### src/hdl/qphs_ram.sv
`default_nettype none
module qphs_ram #(
  parameter int WIDTH = 8,
  parameter int DEPTH = 16
) (
  input  wire logic                     clk,
  input  wire logic                     we,
  input  wire logic [$clog2(DEPTH)-1:0] waddr,
  input  wire logic [WIDTH-1:0]         wdata,
  input  wire logic [$clog2(DEPTH)-1:0] raddr,
  output logic      [WIDTH-1:0]         rdata
);

  logic [WIDTH-1:0] mem [DEPTH];

  always_ff @(posedge clk) begin
    if (we) begin
      mem[waddr] <= wdata;
    end
    rdata <= mem[raddr];
  end

endmodule
`default_nettype wire

### config.mk
export PLATFORM = sky130hd
export DESIGN_NAME = qphs_ram
export DESIGN_NICKNAME = d
export VERILOG_FILES = /design/src/hdl/qphs_ram.sv
export SDC_FILE = /design/constraint.sdc
export NUM_CORES = 1
export LEC_CHECK = 0
export BUFFER_PORTS_ARGS = -buffer_cell sky130_fd_sc_hd__buf_4
export CORE_ASPECT_RATIO = 0.7
export CORE_UTILIZATION = 36
export CTS_CLUSTER_SIZE = 25
export DETAILED_ROUTE_END_ITERATION = 10
export PLACE_DENSITY = 0.63
export SLEW_MARGIN = 15
export SYNTH_ARGS = -nofsm -noshare
export SYNTH_HDL_FRONTEND = slang
export SYNTH_SLANG_ARGS = --single-unit
### constraint.sdc
create_clock -name clk -period 2.7 [get_ports clk]
set_input_delay 0.81 -clock clk [delete_from_list [all_inputs] [get_ports clk]]
set_output_delay 0.81 -clock clk [all_outputs]
set_load 0.01 [all_outputs]
==> impl_table.tex, run 1 <==
\begin{tabular}{lr}
\hline
Metric & Value \\
\hline
\multicolumn{2}{l}{\textbf{Logic synthesis}} \\
\quad Cell area after synthesis & between 5000 and 6000 um2 \\
\quad Portion of the post-synthesis area used by sequential elements & 77.8\% \\
\quad Post-synthesis compound-gate area fraction & 2.33\% \\
\quad Synth Area in Adders & 0\% \\
\quad Syn. warnings & 0 \\
\quad Synthesized netlist cell count & 229 \\
\quad Largest family of logic cells by synthesized area & multiplexers \\
\quad Area share of the largest cell type after synthesis & between 70\% and 80\% \\
\quad Xor-xnor portion of the synthesized cell area & 0\% \\
\quad Flops \& latches, synth & 136 \\
\quad Mux cell area share after synthesis & 15.0\% \\
\quad Post-Synth Simple-Gate Area & 3.18\% \\
\quad Syn\_nets & 247 \\
\quad Largest cells by area after synthesis & edfxtp\_1 (75\%), mux4\_2 (7.9\%), mux4\_1 (7.1\%) \\
\quad Library cells used by synthesis & 19 \\
\quad Post-synth top area cell & edfxtp\_1 \\
\quad Post-Syn Area per Cell & around 22 um2 \\
\multicolumn{2}{l}{\textbf{Global routing}} \\
\quad Tot GR Track Use & 14.8\% \\
\quad Via count of the first global-routing pass & 2539 \\
\quad First-pass GRT wire length & 15.3 mm \\
\quad Largest net degree at the start of global routing & 33 \\
\quad Antenna violations before repair & 0 \\
\quad Remaining Overflow, GRT & 0 \\
\multicolumn{2}{l}{\textbf{Power}} \\
\quad Cell area power density & 801 nW/um2 \\
\quad Total Power & slightly above 5 mW \\
\quad Static leakage power & 2.13 nW \\
\quad Max rail drop VDD & around 0.00037 V \\
\multicolumn{2}{l}{\textbf{Detailed routing}} \\
\quad Post-detailed-route DRC marker count & 0 \\
\quad Total Wirelength & 9.89 mm \\
\quad Number of iterations in the first detailed-routing pass & 4 \\
\quad Starting DRC count in detailed routing & 144 \\
\quad Wire per inst & 20.3 um \\
\quad Routed via count & 2395 \\
\quad Antenna-violating nets left & 0 \\
\quad Via-to-Cell Ratio & 4.93 \\
\multicolumn{2}{l}{\textbf{Finish}} \\
\quad Area occupied by registers & between 4000 and 5000 um2 \\
\quad Area occupied by multi-input gates & 1060 um2 \\
\quad Signed area change from the synthesized netlist to the final layout & 21.9\% \\
\quad Final net count & 301 \\
\quad Commonest non-fill, non-tap cell in the layout & edfxtp\_1 \\
\quad Commonest non-fill, non-tap cells in the layout & edfxtp\_1 (128), buf\_4 (44), mux4\_2 (18) \\
\quad Antenna fix cells & 0 \\
\quad Final-layout fill cell count & around 1100 \\
\quad Share of layout cells above drive strength 1 & a little under a third \\
\multicolumn{2}{l}{\textbf{Placed design}} \\
\quad Routability Congestion & $\sim$0.76 \\
\quad Total half-perimeter wirelength after legalization and detailed placement & 6.23 mm \\
\quad Quantity of I/O buffers inserted on ports & 25 \\
\quad Worst setup slack after placement & 471 ps \\
\multicolumn{2}{l}{\textbf{Min path}} \\
\quad Hold/Removal Path Class & flip-flop to flip-flop \\
\quad Worst hold path depth & 3 \\
\multicolumn{2}{l}{\textbf{STA}} \\
\quad Setup TNS & 0 ps \\
\quad Unrepaired setup endpoints after global routing & false \\
\quad Total setup violations reported at the end of the flow & 0 \\
\quad Final Hold Slack & approximately 680 ps \\
\quad Normalized max-slew margin & 68.3\% \\
\quad Worst-case clock skew & 12.5 ps \\
\quad Pins over their slew limit & 0 \\
\quad Setup WS post-layout & 892 ps \\
\quad Crit share post-route & between 60\% and 70\% \\
\quad Actual slew at the worst max-slew pin & 475 ps \\
\quad Shortest period the worst path allows & 1810 ps \\
\quad Upper clock frequency limit & 553 MHz \\
\quad Final Hold Violating Endpoints & 0 \\
\multicolumn{2}{l}{\textbf{Floorplanning}} \\
\quad Floorplan die area & 14800 um2 \\
\quad CORE AREA & roughly 14000 um2 \\
\quad Row count & 36 \\
\quad Die boundary width & 145 um \\
\quad Effective utilization at floorplan & 37.0\% \\
\quad Count of pins on the block boundary & 26 \\
\quad Vertical die dimension & 102 um \\
\multicolumn{2}{l}{\textbf{Worst setup path}} \\
\quad Sort of element at the start of the critical path & input pin \\
\quad Worst Setup Path Type & input pin to flip-flop \\
\quad FF-to-FF setup slack & 1350 ps \\
\quad Data arrival time of the worst path & roughly 2100 ps \\
\quad Worst reg2reg path depth & 3 \\
\quad Element type at the critical path end & flip-flop \\
\quad Required time at the worst-slack endpoint & 2980 ps \\
\quad Worst-path fanout max & 13 \\
\multicolumn{2}{l}{\textbf{Clock network}} \\
\quad Worst-path clk slew & 50 ps \\
\quad Number of buffers inserted by hold repair at cts & 0 \\
\quad Number of buffers between clock root and the deepest sink & 2 \\
\quad Insertion delay to the later sink of the worst-skew pair & 410 ps \\
\quad Total clock buffers created by CTS & 17 \\
\quad Clock tree root buffer cell & clkbuf\_16 \\
\quad Number of gates given a new drive strength after cts & 0 \\
\quad Clock tree from TritonCTS & done \\
\quad Setup fix buffers added after clock tree synthesis & 0 \\
\quad Number of clock sinks & approximately 140 \\
\quad CTS HTree Levels & 4 \\
\multicolumn{2}{l}{\textbf{Status}} \\
\quad Outcome & finished clean \\
\multicolumn{2}{l}{\textbf{Flow run}} \\
\quad Count of max-cap constraint violations & 0 \\
\hline
\end{tabular}
==> cell families after synthesis <==
kind of cell / after synthesis
AO/OA/AOI/OAI: 16
buffers and inverters: 10
multiplexers: 32
AND/OR/NAND/NOR: 35
flip-flops: 136
==> layer usage <==
layer  vias to the layer above  track usage, %  part of all wire, %
li1                       1081               -                    -
met2                        75            22.2                   46
met3                         7            4.69                  7.5
met1                      1232            20.6                   46
met4                         0            4.91                 0.49
met5                         -               0                    0
==> flip-flops by register name, summed over array words and instances (netlist names) <==
signal	flops
mem	128
rdata	8
==> worst max-delay path: stages <==
cell	delay (ps)
buf_4	100
buf_4	250
mux4_1	590
a22oi_1	250
nand2_1	80
==> Yosys cell counts <==
| cell type | number |
|---|---|
| edfxtp_1 | 128 |
| mux4_2 | 18 |
| a22oi_1 | 16 |
| mux4_1 | 14 |
| nor2_1 | 13 |
| nand2_1 | 9 |
| dfxtp_1 | 8 |
| nor3_1 | 4 |
| buf_2 | 3 |
| buf_6 | 3 |
| clkdlybuf4s25_2 | 3 |
| nand2b_1 | 2 |
| nand3b_1 | 2 |
| and2_1 | 1 |
| and2b_1 | 1 |
| buf_4 | 1 |
| nand3_1 | 1 |
| nor2b_1 | 1 |
| or3b_2 | 1 |
==> where the power goes <==
part	switching [mW]	internal, mW
Sequential	0.0134	2.36
Combinational	0.125	0.109
Clock	0.802	1.61
==> through the flow <==
stage | area [um2] | std cells | util [%]
2_1_floorplan | 5150 | 229 | -
3_3_place_gp | 5650 | 454 | 40.6
3_5_place_dp | 5650 | 454 | 40.6
4_1_cts | 6270 | 486 | 45.1
5_1_grt | 6270 | 486 | 45.1
6_report | 6270 | 486 | 45.1
==> path summary, 6_finish.rpt <==
check                      start          endpoint
min reg2reg  mem[7][0]$_DFFE_PP_  rdata[0]$_DFF_P_
max reg2reg  mem[3][6]$_DFFE_PP_  rdata[6]$_DFF_P_
min          mem[7][0]$_DFFE_PP_  rdata[0]$_DFF_P_
max                     raddr[0]  rdata[2]$_DFF_P_
==> final cells by class <==
type,count,area share [%]
Multi-Input combinational cell,83,16.9
Clock inverter,8,2.27
Tap cell,190,3.79
Sequential cell,136,63.8
Clock buffer,24,7.68
Timing Repair Buffer,45,5.58
No activity file was read; power rests on OpenSTA's default activity.
==> run 2, diff against run 1 <==
--- a/config.mk
+++ b/config.mk
@@ -5,12 +5,13 @@
 export SDC_FILE = /design/constraint.sdc
 export NUM_CORES = 1
 export LEC_CHECK = 0
+export ABC_AREA = 1
 export BUFFER_PORTS_ARGS = -buffer_cell sky130_fd_sc_hd__buf_4
 export CORE_ASPECT_RATIO = 0.7
 export CORE_UTILIZATION = 36
 export CTS_CLUSTER_SIZE = 25
 export DETAILED_ROUTE_END_ITERATION = 10
-export PLACE_DENSITY = 0.63
+export PLACE_DENSITY = 0.62
 export SLEW_MARGIN = 15
 export SYNTH_ARGS = -nofsm -noshare
 export SYNTH_HDL_FRONTEND = slang
==> constraint.sdc (replaced) <==
create_clock -name clk -period 1.8 [get_ports clk]
set_input_delay 0.54 -clock clk [delete_from_list [all_inputs] [get_ports clk]]
set_output_delay 0.54 -clock clk [all_outputs]
set_load 0.01 [all_outputs]
==> run 2 against run 1 <==
  * Area after synthesis up 12%
  * Global-route usage up 2.8 points
  * Count of clock-buffer cells in the layout down 7
  * Combinational power up 100%
  * Clock power up 36%
  * Non-clock buffer count up 5
  * Final cell count up 66%
  * Critical path type is now flip-flop to primary output
  * Via count up 58%
  * Critical path depth down 4
==> impl_table.tex, run 2 <==
\begin{tabular}{lr}
\hline
Metric & Value \\
\hline
\multicolumn{2}{l}{\textbf{Status}} \\
\quad Outcome & finished clean \\
\multicolumn{2}{l}{\textbf{STA}} \\
\quad Final Hold Violating Endpoints & 0 \\
\quad Total setup violations reported at the end of the flow & 0 \\
\quad Crit share post-route & roughly 79\% \\
\quad Setup WS post-layout & 373 ps \\
\quad Setup TNS & 0 ps \\
\quad Unrepaired setup endpoints after global routing & false \\
\quad Actual slew at the worst max-slew pin & approximately 530 ps \\
\quad Shortest period the worst path allows & 1430 ps \\
\quad Normalized max-slew margin & between 60 and 70\% \\
\quad Upper clock frequency limit & roughly 700 MHz \\
\quad Pins over their slew limit & 0 \\
\quad Worst-case clock skew & between 9 and 10 ps \\
\multicolumn{2}{l}{\textbf{Floorplanning}} \\
\quad Floorplan die area & 16500 um2 \\
\quad Vertical die dimension & $\sim$110 um \\
\quad Die boundary width & 153 um \\
\quad Count of pins on the block boundary & 26 \\
\quad CORE AREA & 15600 um2 \\
\quad Effective utilization at floorplan & $\sim$37\% \\
\quad Row count & 38 \\
\multicolumn{2}{l}{\textbf{Finish}} \\
\quad Antenna fix cells & 0 \\
\quad Commonest non-fill, non-tap cells in the layout & nand2\_1 (173), edfxtp\_1 (128), inv\_1 (100) \\
\quad Register ranked first by flip-flop count & mem \\
\quad Area occupied by registers & 4000 um2 \\
\quad Area occupied by multi-input gates & 1210 um2 \\
\quad Signed area change from the synthesized netlist to the final layout & 18.4\% \\
\quad Final Instance Area & slightly below 7000 um2 \\
\quad Largest register FFs & 128 \\
\quad Final non-filler cell total & 809 \\
\quad Commonest non-fill, non-tap cell in the layout & nand2\_1 \\
\quad Final net count & 614 \\
\quad Share of layout cells above drive strength 1 & $\sim$13\% \\
\quad Registers with the most flip-flops & mem: 128 flops, rdata: 8 flops \\
\quad Final-layout fill cell count & approximately 1500 \\
\multicolumn{2}{l}{\textbf{Worst setup path}} \\
\quad Sort of element at the start of the critical path & flip-flop \\
\quad Number of cells on the critical path & 1 \\
\quad Crit path buffers/inverters & 1 \\
\quad Ordered list of cells on the worst path & buf\_4 \\
\quad Worst-path fanout max & 1 \\
\quad Slowest stage cell on the critical path & dfxtp\_1 \\
\quad Worst Setup Path Type & flip-flop to primary output \\
\quad Element type at the critical path end & primary output \\
\quad Startpoint of the worst register-to-register path & mem[3][6]\$\_DFFE\_PP\_ \\
\quad Data arrival time of the worst path & 890 ps \\
\quad Dominant delay contributor by cell family on the critical path & flip-flops \\
\quad Required time at the worst-slack endpoint & 1260 ps \\
\quad Worst reg2reg path depth & 6 \\
\quad Delay of the slowest critical-path stage & 350 ps \\
\quad Origin of the worst setup path & rdata[6]\$\_DFF\_P\_ \\
\multicolumn{2}{l}{\textbf{Logic synthesis}} \\
\quad Largest cells by area after synthesis & edfxtp\_1 (67\%), nand2\_1 (11\%), nand3\_1 (8.4\%) \\
\quad Predominant post-synthesis flop cell & edfxtp\_1 \\
\quad Portion of the post-synthesis area used by sequential elements & 69.4\% \\
\quad Cell area after synthesis & approximately 5800 um2 \\
\quad Synthesized netlist cell count & about 550 \\
\quad Most numerous cell types in the synthesized netlist & nand2\_1 (173), edfxtp\_1 (128), inv\_1 (100) \\
\quad Syn. warnings & 0 \\
\quad Syn\_nets & approximately 570 \\
\quad Post-Syn Area per Cell & 10.5 um2 \\
\quad Flops \& latches, synth & 136 \\
\quad Async SR Flop Fraction & 0\% \\
\quad Leading cell type by number of instances after synthesis & nand2\_1 \\
\quad Post-synth EDFFs & 128 \\
\quad Library cells used by synthesis & 12 \\
\quad Area share of the largest cell type after synthesis & 66.7\% \\
\quad Post-synth top area cell & edfxtp\_1 \\
\multicolumn{2}{l}{\textbf{Detailed routing}} \\
\quad Number of iterations in the first detailed-routing pass & 5 \\
\quad Post-detailed-route DRC marker count & 0 \\
\quad Starting DRC count in detailed routing & roughly 360 \\
\quad Via-to-Cell Ratio & between 4 and 5 \\
\quad Antenna-violating nets left & 0 \\
\quad Wire per inst & between 15 and 20 um \\
\quad Routed via count & around 3800 \\
\quad Total Wirelength & roughly 13 mm \\
\multicolumn{2}{l}{\textbf{Min path}} \\
\quad Worst hold path depth & 3 \\
\quad Hold/Removal Path Class & input pin to flip-flop \\
\quad Launch point of the worst hold path & raddr[3] \\
\multicolumn{2}{l}{\textbf{Power}} \\
\quad Combinational share of power & 6.4\% \\
\quad Switching share of total power & 22.0\% \\
\quad Power share of the sequential group & between 40\% and 50\% \\
\quad Cell area power density & 1070 nW/um2 \\
\quad Total Power & 7.32 mW \\
\quad Static leakage power & 2.95 nW \\
\quad Net switching component of the power & 1.61 mW \\
\quad Internal power consumption & approximately 5.7 mW \\
\quad Max rail drop VDD & a little under 0.0007 V \\
\quad Clock network fraction of total power & 44.9\% \\
\multicolumn{2}{l}{\textbf{Clock network}} \\
\quad Number of buffers inserted by hold repair at cts & 0 \\
\quad CTS HTree Levels & 4 \\
\quad Clock tree root buffer cell & clkbuf\_16 \\
\quad Total clock buffers created by CTS & 17 \\
\quad Number of clock sinks & 136 \\
\quad Insertion delay to the later sink of the worst-skew pair & approximately 400 ps \\
\quad Number of gates given a new drive strength after cts & 0 \\
\quad Setup fix buffers added after clock tree synthesis & 0 \\
\quad Worst-path clk slew & roughly 60 ps \\
\quad Number of buffers between clock root and the deepest sink & 2 \\
\quad Clock tree from TritonCTS & done \\
\multicolumn{2}{l}{\textbf{Global routing}} \\
\quad Via count of the first global-routing pass & 3604 \\
\quad First-pass GRT wire length & 21.0 mm \\
\quad Remaining Overflow, GRT & 0 \\
\quad Antenna violations before repair & 0 \\
\quad Largest net degree at the start of global routing & 33 \\
\quad Tot GR Track Use & about 18\% \\
\multicolumn{2}{l}{\textbf{Placed design}} \\
\quad Number of placed instances, taps included & approximately 780 \\
\quad Quantity of I/O buffers inserted on ports & 25 \\
\quad Worst setup slack after placement & 94.5 ps \\
\quad Total half-perimeter wirelength after legalization and detailed placement & 8.67 mm \\
\quad Routability Congestion & 0.810 \\
\quad Area post-placement & 6260 um2 \\
\multicolumn{2}{l}{\textbf{Flow run}} \\
\quad Count of max-cap constraint violations & 0 \\
\hline
\end{tabular}
run 2: cell count changes after synthesis, moves of 10 or more:
cell / before / now
nand2_1: 9 / 173
a22oi_1: 16 / 0
mux4_2: 18 / 0
nand3_1: 1 / 97
mux4_1: 14 / 0
inv_1: 0 / 100
buf_2: 3 / 13
run 2: logic make-up (layout without fill, tap and decap cells):
| family | after synthesis | count (layout) | share of synthesized area, % |
|---|---|---|---|
| buffers and inverters | 126 | 184 | 9.52 |
| DFF | 136 | 136 | 69.4 |
| and+or+nand+nor | 289 | 289 | 21.0 |
run 2: per-layer routing:
layer | vias to the layer above | track usage (%) | wire (um) | part of all wire [%]
met4 | 0 | 4.33 | 101 | 0.76
met5 | - | 0 | 0 | 0
li1 | 1862 | - | - | -
met1 | 1802 | 26.3 | 6590 | 50
met3 | 10 | 4.07 | 904 | 6.8
met2 | 119 | 25.4 | 5700 | 43
run 2: power by group through the flow:
stage / logic (mW) / clock network [mW] / registers (mW)
2_1_floorplan: 0.250 / 0 / 3.63
3_3_place_gp: 0.466 / 0 / 3.63
3_5_place_dp: 0.472 / 0 / 3.63
4_1_cts: 0.474 / 3.35 / 3.56
5_1_grt: 0.522 / 3.48 / 3.57
6_report: 0.471 / 3.29 / 3.56
run 2: stage by stage:
stage                     hold slack (ps)  utilization [%]
after floorplan                       607                -
after global placement                656             40.2
after detailed placement              654             40.2
after CTS                             439             43.8
after global routing                  463             43.8
final                                 461             43.8
run 2: worst paths after layout:
check	endpoint	slack, ps
min reg2reg	rdata[1]$_DFF_P_	670
min	rdata[3]$_DFF_P_	460
max reg2reg	rdata[6]$_DFF_P_	770
max	rdata[6]	370
run 2: layout make-up:
type	instances	share of cell area [%]
clock buffer	17	6.23
multi-input combinational	289	17.8
timing repair buffer	50	6.05
clock inverter	15	2.00
tap	200	3.67
inverter	102	5.61
sequential	136	58.7
==> run 3, diff against run 2 <==
==> constraint.sdc (replaced) <==
create_clock -name clk -period 1.35 [get_ports clk]
set_input_delay 0.405 -clock clk [delete_from_list [all_inputs] [get_ports clk]]
set_output_delay 0.405 -clock clk [all_outputs]
set_load 0.01 [all_outputs]
==> run 3 against run 2 <==
  * Cell area up 1.8%
  * Non-clock buffer count up 6
  * Global-route usage up 0.57 points
  * Combinational power up 43%
  * Clock skew about the same
  * Clock power up 39%
  * Count of clock-buffer cells in the layout unchanged
  * Final cell count up 0.62%
  * Via count up 3.6%
  * Largest cell class unchanged
  * Largest power group unchanged
  * Highest routed layer unchanged
==> impl_table.tex, run 3 (same netlist as run 2, synthesis figures left out) <==
\begin{tabular}{lr}
\hline
Metric & Value \\
\hline
\multicolumn{2}{l}{\textbf{Clock network}} \\
\quad Number of clock sinks & roughly 140 \\
\quad Worst-path clk slew & $\sim$60 ps \\
\quad Clock tree from TritonCTS & done \\
\quad Number of gates given a new drive strength after cts & 2 \\
\quad Setup fix buffers added after clock tree synthesis & 0 \\
\quad Clock tree root buffer cell & clkbuf\_16 \\
\quad Insertion delay to the later sink of the worst-skew pair & 420 ps \\
\quad Number of buffers between clock root and the deepest sink & 2 \\
\quad Total clock buffers created by CTS & 17 \\
\quad Number of buffers inserted by hold repair at cts & 0 \\
\quad CTS HTree Levels & 4 \\
\multicolumn{2}{l}{\textbf{Power}} \\
\quad Cell area power density & 1440 nW/um2 \\
\quad Max rail drop VDD & 0.000923 V \\
\quad Static leakage power & between 2 and 3 nW \\
\multicolumn{2}{l}{\textbf{Global routing}} \\
\quad Remaining Overflow, GRT & 0 \\
\quad Tot GR Track Use & 18.1\% \\
\quad Largest net degree at the start of global routing & 33 \\
\quad Via count of the first global-routing pass & $\sim$3800 \\
\quad First-pass GRT wire length & 21.5 mm \\
\quad Antenna violations before repair & 0 \\
\multicolumn{2}{l}{\textbf{Floorplanning}} \\
\quad CORE AREA & 15600 um2 \\
\quad Row count & 38 \\
\quad Count of pins on the block boundary & 26 \\
\quad Die boundary width & 153 um \\
\quad Floorplan die area & 16500 um2 \\
\quad Vertical die dimension & 108 um \\
\quad Effective utilization at floorplan & between 30 and 40\% \\
\multicolumn{2}{l}{\textbf{STA}} \\
\quad Shortest period the worst path allows & $\sim$1300 ps \\
\quad Upper clock frequency limit & around 750 MHz \\
\quad Worst-case clock skew & 8.59 ps \\
\quad Total setup violations reported at the end of the flow & 0 \\
\quad Pins over their slew limit & 0 \\
\quad Final Hold Violating Endpoints & 0 \\
\quad Normalized max-slew margin & about 82\% \\
\quad Final Hold Slack & 306 ps \\
\quad Crit share post-route & 98.7\% \\
\quad Actual slew at the worst max-slew pin & $\sim$270 ps \\
\quad Unrepaired setup endpoints after global routing & false \\
\multicolumn{2}{l}{\textbf{Finish}} \\
\quad Commonest non-fill, non-tap cell in the layout & nand2\_1 \\
\quad Commonest non-fill, non-tap cells in the layout & nand2\_1 (173), edfxtp\_1 (128), inv\_1 (100) \\
\quad Final Instance Area & 6950 um2 \\
\quad Share of layout cells above drive strength 1 & 14.5\% \\
\quad Register ranked first by flip-flop count & mem \\
\quad Registers with the most flip-flops & mem: 128 flops, rdata: 8 flops \\
\quad Final net count & a little over 600 \\
\quad Signed area change from the synthesized netlist to the final layout & 20.4\% \\
\quad Largest register FFs & 128 \\
\quad Final-layout fill cell count & $\sim$1400 \\
\quad Antenna fix cells & 0 \\
\multicolumn{2}{l}{\textbf{Detailed routing}} \\
\quad Total Wirelength & 14.0 mm \\
\quad Number of iterations in the first detailed-routing pass & 5 \\
\quad Wire per inst & about 17 um \\
\quad Post-detailed-route DRC marker count & 0 \\
\quad Antenna-violating nets left & 0 \\
\quad Starting DRC count in detailed routing & 360 \\
\quad Routed via count & 3928 \\
\quad Via-to-Cell Ratio & 4.83 \\
\multicolumn{2}{l}{\textbf{Worst setup path}} \\
\quad Worst Setup Path Type & flip-flop to primary output \\
\quad Origin of the worst setup path & rdata[1]\$\_DFF\_P\_ \\
\quad Startpoint of the worst register-to-register path & mem[4][3]\$\_DFFE\_PP\_ \\
\quad Element type at the critical path end & primary output \\
\quad Worst-path fanout max & 1 \\
\quad Timing endpoint of the critical path & rdata[1] \\
\quad Required time at the worst-slack endpoint & $\sim$950 ps \\
\quad Delay of the slowest critical-path stage & roughly 370 ps \\
\quad Slowest stage cell on the critical path & dfxtp\_1 \\
\quad Crit path buffers/inverters & 1 \\
\quad Worst reg2reg path depth & 6 \\
\quad Number of cells on the critical path & 1 \\
\quad Dominant delay contributor by cell family on the critical path & flip-flops \\
\quad Sort of element at the start of the critical path & flip-flop \\
\quad Ordered list of cells on the worst path & buf\_4 \\
\quad FF-to-FF setup slack & 330 ps \\
\quad Destination of the worst register-to-register timing path & rdata[3]\$\_DFF\_P\_ \\
\quad Data arrival time of the worst path & approximately 930 ps \\
\multicolumn{2}{l}{\textbf{Placed design}} \\
\quad Quantity of I/O buffers inserted on ports & 25 \\
\quad Routability Congestion & 0.849 \\
\quad Area post-placement & 6360 um2 \\
\quad Total half-perimeter wirelength after legalization and detailed placement & 9.14 mm \\
\multicolumn{2}{l}{\textbf{Status}} \\
\quad Outcome & finished clean \\
\multicolumn{2}{l}{\textbf{Flow run}} \\
\quad Count of max-cap constraint violations & 0 \\
\multicolumn{2}{l}{\textbf{Min path}} \\
\quad Hold/Removal Path Class & input pin to flip-flop \\
\hline
\end{tabular}
==> run 3: cell type report <==
cell class                 instances  area (um2)  area share (%)
inverter                         102         383            5.51
tap                              200         250            3.60
clock inverter                    14         159            2.29
clock buffer                      17         425            6.13
sequential                       136        4010            57.7
timing repair buffer              56         508            7.31
multi-input combinational        289        1210            17.5
==> run 3: metrics by stage <==
stage | instances | setup slack [ps] | TNS, ps | power (mW) | util [%]
after detailed placement | 783 | -116 | -2440 | 5.52 | 40.8
after CTS | 814 | 16.6 | 0 | 10.1 | 44.5
after floorplan | 551 | -5.84 | -374 | 5.18 | -
after global routing | 814 | 5.51 | 0 | 10.3 | 44.5
after global placement | 783 | -116 | -1650 | 5.51 | 40.8
final | 814 | 17.1 | 0 | 10.0 | 44.5
==> run 3: worst min path at each step <==
stage | startpoint | endpoint | slack, ps | depth (start not counted)
global route | raddr[3] | rdata[5]$_DFF_P_ | 320 | 3
finish | raddr[3] | rdata[5]$_DFF_P_ | 310 | 3
floorplan | wdata[0] | mem[0][0]$_DFFE_PP_ | 500 | 0
global placement | mem[2][2]$_DFFE_PP_ | rdata[2]$_DFF_P_ | 670 | 6
CTS | raddr[3] | rdata[5]$_DFF_P_ | 300 | 3
detailed placement | mem[2][6]$_DFFE_PP_ | rdata[6]$_DFF_P_ | 670 | 6
==> run 3: report_power, final <==
part	leakage (nW)	switching (mW)	internal [mW]
Combinational	1.50	0.433	0.241
Clock	0.272	1.71	2.87
Sequential	1.22	0.0375	4.72
==> run 3: per-layer routing <==
layer	global-route usage (%)	routed length, um	part of all wire (%)
met5	0	0	0
met4	6.71	178	1.3
met3	4.43	944	6.8
met2	27.0	6030	43
met1	25.6	6830	49
